===== config.mk =====
export PLATFORM = sky130hd
export DESIGN_NAME = tlc_controller
export DESIGN_NICKNAME = d
export VERILOG_FILES = /design/src/rtl/core/tlc_pkg.sv /design/src/rtl/core/tlc_controller.sv
export VERILOG_INCLUDE_DIRS = /design/src /design/src/rtl/core
export SDC_FILE = /design/constraint.sdc
export NUM_CORES = 1
export LEC_CHECK = 0
export BUFFER_PORTS_ARGS = -buffer_cell sky130_fd_sc_hd__buf_2
export CORE_AREA = 2 2 39 41
export DETAILED_ROUTE_END_ITERATION = 16
export DIE_AREA = 0 0 41 43
export PLACE_DENSITY = 0.64
export SETUP_SLACK_MARGIN = 0.3
export SYNTH_ARGS = -nofsm -noshare
export SYNTH_HDL_FRONTEND = slang
export SYNTH_SLANG_ARGS = --single-unit
export TNS_END_PERCENT = 5

===== constraint.sdc =====
create_clock -name clk -period 1.4 [get_ports clk]
set_input_delay 0.35 -clock clk [delete_from_list [all_inputs] [get_ports clk]]
set_output_delay 0.35 -clock clk [all_outputs]
set_load 0.01 [all_outputs]

===== src/rtl/core/two_level_inclusive_lru_cache_core_assert.svh =====
// Assertion macros used by the cache core controller.
`ifndef TWO_LEVEL_INCLUSIVE_LRU_CACHE_CORE_ASSERT_SVH
`define TWO_LEVEL_INCLUSIVE_LRU_CACHE_CORE_ASSERT_SVH
`ifndef ASSERT_OFF
`define TLC_ASSERT(lbl, ck, rs, prop, msg) \
  lbl: assert property (@(posedge ck) disable iff (rs) prop) else $error(msg);
`define TLC_ASSERT_NR(lbl, ck, prop, msg) \
  lbl: assert property (@(posedge ck) prop) else $error(msg);
`else
`define TLC_ASSERT(lbl, ck, rs, prop, msg)
`define TLC_ASSERT_NR(lbl, ck, prop, msg)
`endif
`endif


===== src/rtl/core/tlc_pkg.sv =====
package tlc_pkg;

  localparam int L1_MAX_SET_BITS = 6;
  localparam int L1_MAX_WAY_BITS = 2;
  localparam int L2_MAX_SET_BITS = 8;
  localparam int L2_MAX_WAY_BITS = 3;
  localparam int ADDR_BITS       = 32;
  localparam int MAX_OFFSET_BITS = 10;
  localparam int CNT_W           = 32;

  localparam int L1_WAYS = 1 << L1_MAX_WAY_BITS;
  localparam int L2_WAYS = 1 << L2_MAX_WAY_BITS;
  localparam int L1_SETS = 1 << L1_MAX_SET_BITS;
  localparam int L2_SETS = 1 << L2_MAX_SET_BITS;

  // configuration register indexes
  localparam logic [2:0] CFG_BLOCK_OFFSET = 3'd0;
  localparam logic [2:0] CFG_L1_SETS      = 3'd1;
  localparam logic [2:0] CFG_L1_WAYS      = 3'd2;
  localparam logic [2:0] CFG_L2_SETS      = 3'd3;
  localparam logic [2:0] CFG_L2_WAYS      = 3'd4;
  localparam logic [2:0] CFG_WRITE_ALLOC  = 3'd5;

  typedef struct packed {
    logic                 command;
    logic [ADDR_BITS-1:0] address;
  } access_t;

  typedef struct packed {
    logic             l1_hit;
    logic             l2_accessed;
    logic             l2_hit;
    logic             memory_accessed;
    logic [CNT_W-1:0] l1_access_total;
    logic [CNT_W-1:0] l1_miss_total;
    logic [CNT_W-1:0] l2_access_total;
    logic [CNT_W-1:0] l2_miss_total;
  } result_t;

  typedef struct packed {
    logic clear;    // write reset rows at the sweep index
    logic take;     // latch the accepted item
    logic rd_main;  // read both levels at the item's sets
    logic lookup;   // hit check, counters, L1 hit / L2 update
    logic rd_bi;    // read L1 at the L2 victim's set
    logic do_bi;    // back-invalidate L1 copy
    logic rd_v1;    // re-read L1 at the item's set
    logic do_v1;    // L1 fill
    logic rd_wb;    // read L2 at the dirty L1 victim's set
    logic do_wb;    // mark L2 copy dirty and promote
  } cmd_t;

  typedef struct packed {
    logic clr_last;
    logic l1_hit;
    logic l2_hit;
    logic fill;
    logic l2_vic_valid;
    logic l1_vic_dirty;
  } status_t;

endpackage


===== src/rtl/core/tlc_controller.sv =====
`include "two_level_inclusive_lru_cache_core_assert.svh"

module tlc_controller (
  input  logic             clk,
  input  logic             rst,
  input  logic             access_valid,
  output logic             access_ready,
  output logic             result_valid,
  input  logic             result_ready,
  input  tlc_pkg::status_t status,
  output tlc_pkg::cmd_t    cmd
);

  localparam logic [3:0] S_CLEAR = 4'd0;
  localparam logic [3:0] S_IDLE  = 4'd1;
  localparam logic [3:0] S_RD    = 4'd2;
  localparam logic [3:0] S_LK    = 4'd3;
  localparam logic [3:0] S_BIRD  = 4'd4;
  localparam logic [3:0] S_BI    = 4'd5;
  localparam logic [3:0] S_V1RD  = 4'd6;
  localparam logic [3:0] S_V1    = 4'd7;
  localparam logic [3:0] S_WBRD  = 4'd8;
  localparam logic [3:0] S_WB    = 4'd9;
  localparam logic [3:0] S_OUT   = 4'd10;

  logic [3:0] state, state_next;

  always_ff @(posedge clk) begin
    if (rst) begin
      state <= S_CLEAR;
    end else begin
      state <= state_next;
    end
  end

  assign access_ready = (state == S_IDLE);
  assign result_valid = (state == S_OUT);

  always_comb begin
    state_next = state;
    cmd        = '0;
    case (state)
      S_CLEAR: begin
        cmd.clear = 1'b1;
        if (status.clr_last) state_next = S_IDLE;
      end
      S_IDLE: begin
        if (access_valid) begin
          cmd.take   = 1'b1;
          state_next = S_RD;
        end
      end
      S_RD: begin
        cmd.rd_main = 1'b1;
        state_next  = S_LK;
      end
      S_LK: begin
        cmd.lookup = 1'b1;
        if (status.l1_hit || !status.fill) state_next = S_OUT;
        else if (!status.l2_hit && status.l2_vic_valid) state_next = S_BIRD;
        else state_next = S_V1RD;
      end
      S_BIRD: begin
        cmd.rd_bi  = 1'b1;
        state_next = S_BI;
      end
      S_BI: begin
        cmd.do_bi  = 1'b1;
        state_next = S_V1RD;
      end
      S_V1RD: begin
        cmd.rd_v1  = 1'b1;
        state_next = S_V1;
      end
      S_V1: begin
        cmd.do_v1  = 1'b1;
        state_next = status.l1_vic_dirty ? S_WBRD : S_OUT;
      end
      S_WBRD: begin
        cmd.rd_wb  = 1'b1;
        state_next = S_WB;
      end
      S_WB: begin
        cmd.do_wb  = 1'b1;
        state_next = S_OUT;
      end
      S_OUT: begin
        if (result_ready) state_next = S_IDLE;
      end
      default: state_next = S_IDLE;
    endcase
  end

  `TLC_ASSERT(a_one_read, clk, rst, $onehot0({cmd.rd_main, cmd.rd_bi, cmd.rd_v1, cmd.rd_wb}), "two row reads at once")
  `TLC_ASSERT(a_accept_reads, clk, rst, access_valid && access_ready |=> state == S_RD, "accepted item not read")
  `TLC_ASSERT(a_wb_after_read, clk, rst, state == S_WB |-> $past(state) == S_WBRD, "L2 update without read")

endmodule


# Word level (Yosys, flattened, before mapping)
# Cells that the tools add are included.
dict set report op_classes {
  eq_ne 13
  muxes 18
  reduce_logical 6
}
# operator count
set ops {}
lappend ops {{4-bit one-hot mux with 11 select lines} 1}
lappend ops {{4-bit by 3-bit == test with 1-bit output (second input constant)} 4}
lappend ops {{4-bit two-way mux} 4}
lappend ops {{4-bit == test (second input constant)} 3}
lappend ops {{1-bit two-way mux} 11}
lappend ops {{4-bit by 2-bit == test with 1-bit output (second input constant)} 2}
lappend ops {{4-bit by 1-bit == test with 1-bit output (second input constant)} 1}
lappend ops {{4-bit logical NOT} 1}
lappend ops {{2-bit two-way mux} 2}
lappend ops {{2-bit != test (second input constant)} 2}
lappend ops {{3-bit AND reduction} 1}
lappend ops {{1-bit logical NOT} 2}
lappend ops {{2-bit by 1-bit != test with 1-bit output (second input constant)} 1}
lappend ops {{1-bit logical AND} 1}
lappend ops {{1-bit logical OR} 1}
dict set report word_totals {
  output_inout_bits 12
  reg_bits 4
  input_bits 10
  elab_cells 38
}

# Logic depth before layout (Yosys ltp)
# Gate-level depths: netlist of run 1.
dict set report logic_depth {
  depth_word 5
  ltp_mapped 5
}

# Worst setup path after synthesis of run 1
# No wires, ideal clock.
dict set report synth_path {
  path_type {register to output}
  startpoint {register state[3]}
  endpoint {output cmd[1] in the netlist's numbering}
  setup_slack_ns -0.083
  arrival_time_ns 1.133
  stages_incl_launch_ff 4
  n_path_buf 2
  t_required_ns 1.050
  path_cell_list {dfxtp_1 clkbuf_1 buf_2 nor4b_1}
}
# element line
set synth_lines {}
lappend synth_lines {{from (decl)} tlc_controller.sv:26} ;# logic [3:0] state, state_next;
lappend synth_lines {{from (signal assigned)} tlc_controller.sv:32} ;# state <= state_next;
lappend synth_lines {{to (decl)} tlc_controller.sv:11} ;# output tlc_pkg::cmd_t cmd

==> impl_metrics.ini, run 1 <==
[outcome]
status = finished, violations left
violations = negative setup slack

[drt]
drtAntennaViolNets = 0
via_per_inst = 5.29
drt_iter0_markers = 8
vias = 587
drt-total-wl_um = 1560
post-route-drc-count = 0
firstDrtPassIters = 4
wl_per_cell_um = 14.0

[global_routing]
antenna_found_initial = 0
grt_pass1_vias = 568
grt_overflow = 0
track_usage_pct = 19.6
grt_first_pass_wirelength_um = 2400
grt_max_degree = 11

[clock_tree]
cts_buffers = 3
tritoncts = yes
clock_path_buffers = 2
path_clk_slew_ps = 50
cts.sinks = 4
cts_root_buf = clkbuf_4
h-tree-depth = 1
insertion_delay_ps = 240
postCtsHoldBufs = 0

[flow_run]
drv_cap = 0

[die]
start_util_pct = 29.4
die_height_um = 43
die_area_um2 = 1760
die_x_um = 41
coreArea_um2 = 1380
io_pins = 22
rows = 14

[logic_synthesis]
yosysSeqAreaShare_pct = 19.7
ys_warn_count = 0
netlist_area_um2 = 407
synth_fp_nets = 67
synth_cells = 57
ys_ff_latch = 4
yosys.cell_types.count = 29
syn_avg_cell_area_um2 = 7.13

[power_and_ir_drop]
total_power_uw = 416
clkPwrFrac_pct = 35.5
swShare_pct = 30.6
p_leak_uw = 0.000374
seqPwrFrac_pct = 30.8
p_sw_uw = 127
pwr-share-comb_pct = 33.7
power.internal_uw = 289
ir_drop_v = 0.000444
power_density_nw_per_um2 = 493

[final_layout]
diodes = 0
layout-drive-gt1-share_pct = 68.4
final_nets = 107
reg_top3 = state (4)
largest_register = state
synthToLayoutAreaGrowth_pct = 107
largest_reg_flops = 4

[place]
hpwl_um = 960
globalplace.congestion = 0.762
port_buffers = 21
dp_worst_setup_slack_ps = -0.289

[sta]
hold_violations = 0
worstMarginPinSlew_ps = 313
rsz0062_at_grt = true
post-route-period-util_pct = 106
setup_tns_ps = -563
setup_violations = 12
fin_ws_ps = -89.2
slew_headroom_pct = 78.8
fin_skew_ps = 10.3
finalMaxSlewViolations = 0
fin_crit_ps = 1490
max_freq_ghz = 0.672

[setup_path]
cp_max_fo = 10
cp.arrival_ps = 1140
r2r_setup_slack_ps = -40
critPathKind = reg -> out
r2r_start = state[1]
cp.required_ps = 1050
start_kind = flop
r2r_end = state[0]
critPathCaptureType = primary output
reg2regPathDepth = 5

[worst_hold_path]
holdCritPathClass = in -> reg
hold_start = rst
min_to = state[2]
min_path_cells = 2
## cells in the mapped netlist
master / number / area (um2)
a2111o_1: 1 / 11.3
a211oi_1: 2 / 15.0
a21boi_1: 1 / 7.51
a21oi_1: 1 / 5.00
a31oi_1: 1 / 6.26
a32oi_1: 2 / 17.5
and3_1: 2 / 12.5
and4bb_2: 1 / 12.5
buf_2: 3 / 15.0
buf_6: 1 / 11.3
clkbuf_1: 2 / 7.51
dfxtp_1: 4 / 80.1
inv_1: 2 / 7.51
nand2_1: 5 / 18.8
nand2b_1: 3 / 18.8
nand3_1: 1 / 5.00
nand4bb_1: 1 / 11.3
nor2_1: 4 / 15.0
nor2b_1: 3 / 18.8
nor3_1: 5 / 25.0
nor4_1: 2 / 12.5
nor4b_1: 1 / 8.76
nor4bb_1: 1 / 10.0
o211ai_1: 1 / 7.51
o21a_1: 1 / 7.51
o21ai_0: 3 / 15.0
o21ba_2: 1 / 10.0
or3_1: 1 / 6.26
or4_1: 1 / 7.51
## stage by stage
| step | cell area (um2) | hold slack [ps] | cells | utilization, % |
|---|---|---|---|---|
| 6_report | 843 | 341 | 111 | 60.9 |
| 5_1_grt | 843 | 334 | 111 | 60.9 |
| 4_1_cts | 822 | 323 | 111 | 59.4 |
| 3_5_place_dp | 676 | 564 | 100 | 48.8 |
| 3_3_place_gp | 676 | 563 | 100 | 48.8 |
| 2_1_floorplan | 537 | 419 | 57 | - |
## logic make-up after synthesis
family          count (synthesis)  share of synthesized area [%]
buf+inv                         8                           10.2
compound gates                 14                           25.2
flops                           4                           19.7
simple gates                   31                           44.9
## metal layers
layer	share of wire, %	track usage, %	wire [um]
met1	43	26.0	673
met2	50	30.6	784
met3	3.9	3.14	60
met4	2.4	6.67	38
met5	0	0	0
## what timing repair did
action / CTS / global route
setup endpoints to repair: 16 / 16
buffers inserted: 8 / 0
gates resized for setup: 20 / 4
pin swaps: 5 / 1
## worst max path at each step
stage             start            to  slack (ps)
2_1_floorplan  state[3]  access_ready         140
3_3_place_gp   state[0]        cmd[8]          10
3_5_place_dp   state[1]      state[2]        -0.3
4_1_cts        state[1]        cmd[9]         -90
5_1_grt        state[1]        cmd[3]        -150
6_report       state[0]        cmd[8]         -90
## power groups by stage
stage                     clock, uW  combinational [uW]  sequential, uW
final                           148                 140             128
after floorplan                   0                84.0             127
after global placement            0                 117             134
after detailed placement          0                 118             134
after CTS                       145                 135             127
after global routing            161                 151             129
## cell usage in the layout, fill, tap and decap left out, types with 2 or more instances in the layout
master    instances
buf_2            19
buf_4            13
buf_6             8
nor2_1            2
clkbuf_4          3
nor3_4            2
nor3_2            3
a32oi_1           2
and3_1            2
inv_1             2
dfxtp_4           4
nand2_1           3
nor2b_1           2
nand2_2           2
nand2b_4          2
o21ai_0           3
## cell type report
class	instances	area [um2]
Timing Repair Buffer	41	303
Clock buffer	3	22.5
Tap cell	16	20.0
Multi-Input combinational cell	45	395
Fill cell	113	541
Sequential cell	4	95.1
Inverter	2	7.51
## worst max-delay path, stage by stage (launching register included)
cell and delay [ps]:
dfxtp_4 420, nor2b_4 180, and3_1 170, buf_2 130
No activity file was read; power rests on OpenSTA's default activity.
==> run 2: changes to the inputs <==
--- a/config.mk
+++ b/config.mk
@@ -10,7 +10,6 @@
 export CORE_AREA = 2 2 39 41
 export DETAILED_ROUTE_END_ITERATION = 16
 export DIE_AREA = 0 0 41 43
-export PLACE_DENSITY = 0.64
 export SETUP_SLACK_MARGIN = 0.3
 export SYNTH_ARGS = -nofsm -noshare
 export SYNTH_HDL_FRONTEND = slang
==> run 2 against run 1 <==
Net effect: combinational power decreased by 4%; via count decreased by 6.3%; highest routed layer unchanged; register-to-register slack improved by 90 ps; clock power about the same; the flow still finishes with violations (negative setup slack); sequential power about the same; die area unchanged; routed wire length decreased by 13%.
==> impl_metrics.ini, run 2 (synthesis results as in run 1) <==
[worst_hold_path]
min_to = state[2]
hold_start = rst
min_path_cells = 2
holdCritPathClass = in -> reg

[die]
die_x_um = 41
start_util_pct = 29.4
die_area_um2 = 1760
die_height_um = 43
io_pins = 22
rows = 14
coreArea_um2 = 1380

[final_layout]
layout-drive-gt1-share_pct = 65.2
multiInputGateArea_um2 = 383
reg_top3 = state (4)
final_nets = 104
synthToLayoutAreaGrowth_pct = 93.2
layout_commonest_cell = buf_2
design_area_um2 = 786
ff_latch_area_um2 = 95.1
largest_register = state
largest_reg_flops = 4
diodes = 0
layout_common_cells = buf_2 (20), buf_4 (12), buf_6 (6)
nFillCells = 126

[drt]
firstDrtPassIters = 3
vias = 550
wl_per_cell_um = 12.5
drt-total-wl_um = 1350
drtAntennaViolNets = 0
post-route-drc-count = 0
drt_iter0_markers = 8
via_per_inst = 5.09

[setup_path]
cp.required_ps = 1050
r2r_setup_slack_ps = 50
cpPeakStageDelay_ps = 360
critPathBufInv = 2
r2r_end = state[0]
startpoint = state[1]
start_kind = flop
reg2regPathDepth = 4
critPathCaptureType = primary output
critPathKind = reg -> out
r2r_start = state[1]
cp_max_fo = 6
cp_slowest_cell = dfxtp_4
crit_family = flip-flops
path_cells = buf_6, nor4_4, buf_2
cp.arrival_ps = 1130

[power_and_ir_drop]
p_sw_uw = 123
ir_drop_v = 0.000464
power_density_nw_per_um2 = 520
swShare_pct = 30.1
p_leak_uw = 0.000354
clkPwrFrac_pct = 36.3
seqPwrFrac_pct = 30.6
pwr-share-comb_pct = 33.1
power.internal_uw = 286

[sta]
fin_ws_ps = -80.7
worstMarginPinSlew_ps = 258
setup_violations = 8
max_freq_ghz = 0.675
fin_skew_ps = 6.33
rsz0062_at_grt = true
fin_crit_ps = 1480
hold_violations = 0
post-route-period-util_pct = 106
finalMaxSlewViolations = 0
slew_headroom_pct = 82.6

[outcome]
violations = negative setup slack
status = finished, violations left

[place]
port_buffers = 21
globalplace.congestion = 0.769
place_area_um2 = 676
dp_worst_setup_slack_ps = 25.8
hpwl_um = 921

[global_routing]
antenna_found_initial = 0
grt_pass1_vias = 507
track_usage_pct = 17.7
grt_overflow = 0
grt_first_pass_wirelength_um = 2130
grt_max_degree = 9

[clock_tree]
tritoncts = yes
cts.sinks = 4
path_clk_slew_ps = 40
h-tree-depth = 1
insertion_delay_ps = 240
cts_root_buf = clkbuf_4
clock_path_buffers = 2
cts_buffers = 3

[flow_run]
drv_cap = 0
## run 2: layer usage
| layer | part of all wire [%] | track usage [%] |
|---|---|---|
| met1 | 45 | 22.7 |
| met2 | 50 | 28.4 |
| met3 | 3.1 | 0 |
| met4 | 1.6 | 10.0 |
| met5 | 0 | 0 |
## run 2: worst max path at each step
stage                               to  slack (ps)  depth (start not counted)
final                           cmd[9]         -80                          3
after detailed placement      state[2]          30                          3
after floorplan           access_ready         140                          4
after global placement        state[1]          20                          4
after CTS                 result_valid         -90                          3
after global routing      result_valid        -110                          3
## run 2: worst register-to-register path: stages (launching register included)
cell and delay [ps]:
dfxtp_4 360, buf_4 150, or4_1 510, a21boi_1 140
o21a_1 130
## run 2: cell type report
| class | count | area share [%] |
|---|---|---|
| Clock buffer | 3 | 2.87 |
| Inverter | 2 | 0.955 |
| Multi-Input combinational cell | 45 | 48.7 |
| Sequential cell | 4 | 12.1 |
| Tap cell | 16 | 2.55 |
| Timing Repair Buffer | 38 | 32.8 |
## run 2: repair_timing
item | CTS | global route
endpoints found under the setup margin | 16 | 15
gates resized for setup | 19 | 3
hold buffers | 0 | 0
setup buffers | 4 | 1
pin swaps | 5 | 1
## run 2: per-stage QoR
step / util, % / instances / total power (uW) / setup TNS, ps / hold WS, ps
floorplan: - / 57 / 211 / 0 / 419
global placement: 48.8 / 100 / 254 / 0 / 562
detailed placement: 48.8 / 100 / 254 / 0 / 563
CTS: 55.4 / 107 / 409 / -488 / 302
global route: 56.8 / 108 / 425 / -955 / 322
finish: 56.8 / 108 / 408 / -343 / 325
## run 2: power groups by stage
| stage | combinational [uW] | clock, uW | sequential (uW) |
|---|---|---|---|
| 6_report | 135 | 148 | 125 |
| 4_1_cts | 132 | 152 | 124 |
| 3_5_place_dp | 122 | 0 | 132 |
| 3_3_place_gp | 122 | 0 | 132 |
| 5_1_grt | 146 | 154 | 126 |
| 2_1_floorplan | 84.0 | 0 | 127 |
==> run 3: changes to the inputs <==
--- a/config.mk
+++ b/config.mk
@@ -11,6 +11,7 @@
 export DETAILED_ROUTE_END_ITERATION = 16
 export DIE_AREA = 0 0 41 43
 export SETUP_SLACK_MARGIN = 0.3
+export SKIP_LAST_GASP = 1
 export SYNTH_ARGS = -nofsm -noshare
 export SYNTH_HDL_FRONTEND = slang
 export SYNTH_SLANG_ARGS = --single-unit
==> run 3 against run 2 <==
Net effect: the run still ends with negative setup slack left; count of clock-buffer cells in the layout is the same; global-route usage decreased by 0.10 points; first-iteration DRC count decreased by 63%; die area unchanged; total power fell by 1.0%; fmax about the same; final area decreased by 1.9%; clock skew is 0.74 ps higher; flip-flop and latch count unchanged; critical endpoint unchanged; largest cell class unchanged; largest power group unchanged.
==> impl_metrics.ini, run 3 (synthesis results as in run 1) <==
[final_layout]
reg_top3 = state (4)
largest_register = state
layout_common_cells = buf_2 (20), buf_4 (14), nand2_1 (4), buf_6 (4)
layoutNonFillerInstCount = 108
fin_util_pct = 55.7
synthToLayoutAreaGrowth_pct = 89.5
design_area_um2 = 771
diodes = 0
largest_reg_flops = 4
final_nets = 104
layout-drive-gt1-share_pct = 65.2
layout_commonest_cell = buf_2

[die]
coreArea_um2 = 1380
die_height_um = 43
die_area_um2 = 1760
rows = 14
die_x_um = 41
start_util_pct = 29.4
io_pins = 22

[power_and_ir_drop]
total_power_uw = 404
p_leak_uw = 0.000350
ir_drop_v = 0.000464
power_density_nw_per_um2 = 524

[setup_path]
start_kind = flop
cp.arrival_ps = 1130
critPathKind = reg -> out
critPathCaptureType = primary output
cpPeakStageDelay_ps = 360
path_cells = buf_6, nor4_4, buf_2
cp_max_fo = 7
critPathBufInv = 2
cp_slowest_cell = dfxtp_4
cp.required_ps = 1050
crit_family = flip-flops

[clock_tree]
postCtsHoldBufs = 0
cts.sinks = 4
tritoncts = yes
path_clk_slew_ps = 40
insertion_delay_ps = 240
cts_buffers = 3
cts_root_buf = clkbuf_4
h-tree-depth = 1
clock_path_buffers = 2

[global_routing]
grt_use_met3_pct = 0
grt_first_pass_wirelength_um = 2120
antenna_found_initial = 0
track_usage_pct = 17.6
grt_use_met1_pct = 22.7
use_met2_pct = 28.1
grt_max_degree = 9
grt_pass1_vias = 503
grt_overflow = 0
grt_busiest_layer = met2

[sta]
finalMaxSlewViolations = 0
post-route-period-util_pct = 106
worstMarginPinSlew_ps = 261
fin_crit_ps = 1480
setup_violations = 10
fin_skew_ps = 7.08
rsz0062_at_grt = true
hold_violations = 0
max_freq_ghz = 0.675
slew_headroom_pct = 82.4
setup_tns_ps = -466
fin_ws_ps = -80.5

[drt]
wl_per_cell_um = 12.3
firstDrtPassIters = 2
vias = 544
drt-total-wl_um = 1330
drtAntennaViolNets = 0
post-route-drc-count = 0
drt_iter0_markers = 3
via_per_inst = 5.04

[place]
globalplace.congestion = 0.769
port_buffers = 21
hpwl_um = 921
place_area_um2 = 676
dp_cells = 100

[outcome]
status = finished, violations left
violations = negative setup slack

[worst_hold_path]
holdCritPathClass = in -> reg

[flow_run]
drv_cap = 0
## run 3: changes by cell type in the layout (fill, tap and decap cells not counted)
cell,before,now
buf_4,12,14
buf_6,6,4
dfxtp_2,0,1
dfxtp_4,4,3
nor2b_2,0,1
nor2b_4,1,0
o21ai_0,2,3
o21ai_1,1,0
## run 3: path summary, 6_finish.rpt
kind,startpoint,cells after the start,slack (ps),to
min,rst,2,320,state[2]
max,state[2],3,-80,cmd[9]
min reg2reg,state[3],2,620,state[2]
max reg2reg,state[1],4,50,state[0]
## run 3: what timing repair did
action | 4_1_cts | 5_1_grt
pin swaps | 0 | 1
endpoints found under the hold margin | 0 | 0
setup endpoints to repair | 16 | 16
buffers inserted | 4 | 1
gates resized for setup | 15 | 2
## run 3: final cells by class
cell class | count | area [um2]
fillers | 127 | 613
multi-input cells | 45 | 378
repair buffers | 38 | 250
flip-flops and latches | 4 | 92.6
clock buffers | 3 | 22.5
well taps | 16 | 20.0
inverters | 2 | 7.51
## run 3: metal layers
| layer | share of wire, % | vias to the layer above | wire length [um] |
|---|---|---|---|
| li1 | - | 282 | - |
| met1 | 45 | 241 | 590 |
| met2 | 51 | 18 | 671 |
| met3 | 3.2 | 3 | 42 |
| met4 | 1.6 | 0 | 21 |
| met5 | 0 | - | 0 |
## run 3: power breakdown
part	leakage, uW	internal [uW]	switching (uW)
Sequential	0.0000352	115	10.2
Combinational	0.000301	72.7	59.9
Clock	0.0000138	96.1	50.4
Total	0.000350	284	120
## run 3: through the flow
| step | setup slack, ps | hold WS, ps |
|---|---|---|
| global placement | 20.5 | 562 |
| global route | -113 | 323 |
| floorplan | 137 | 419 |
| CTS | -86.6 | 302 |
| detailed placement | 25.8 | 563 |
| finish | -80.5 | 324 |
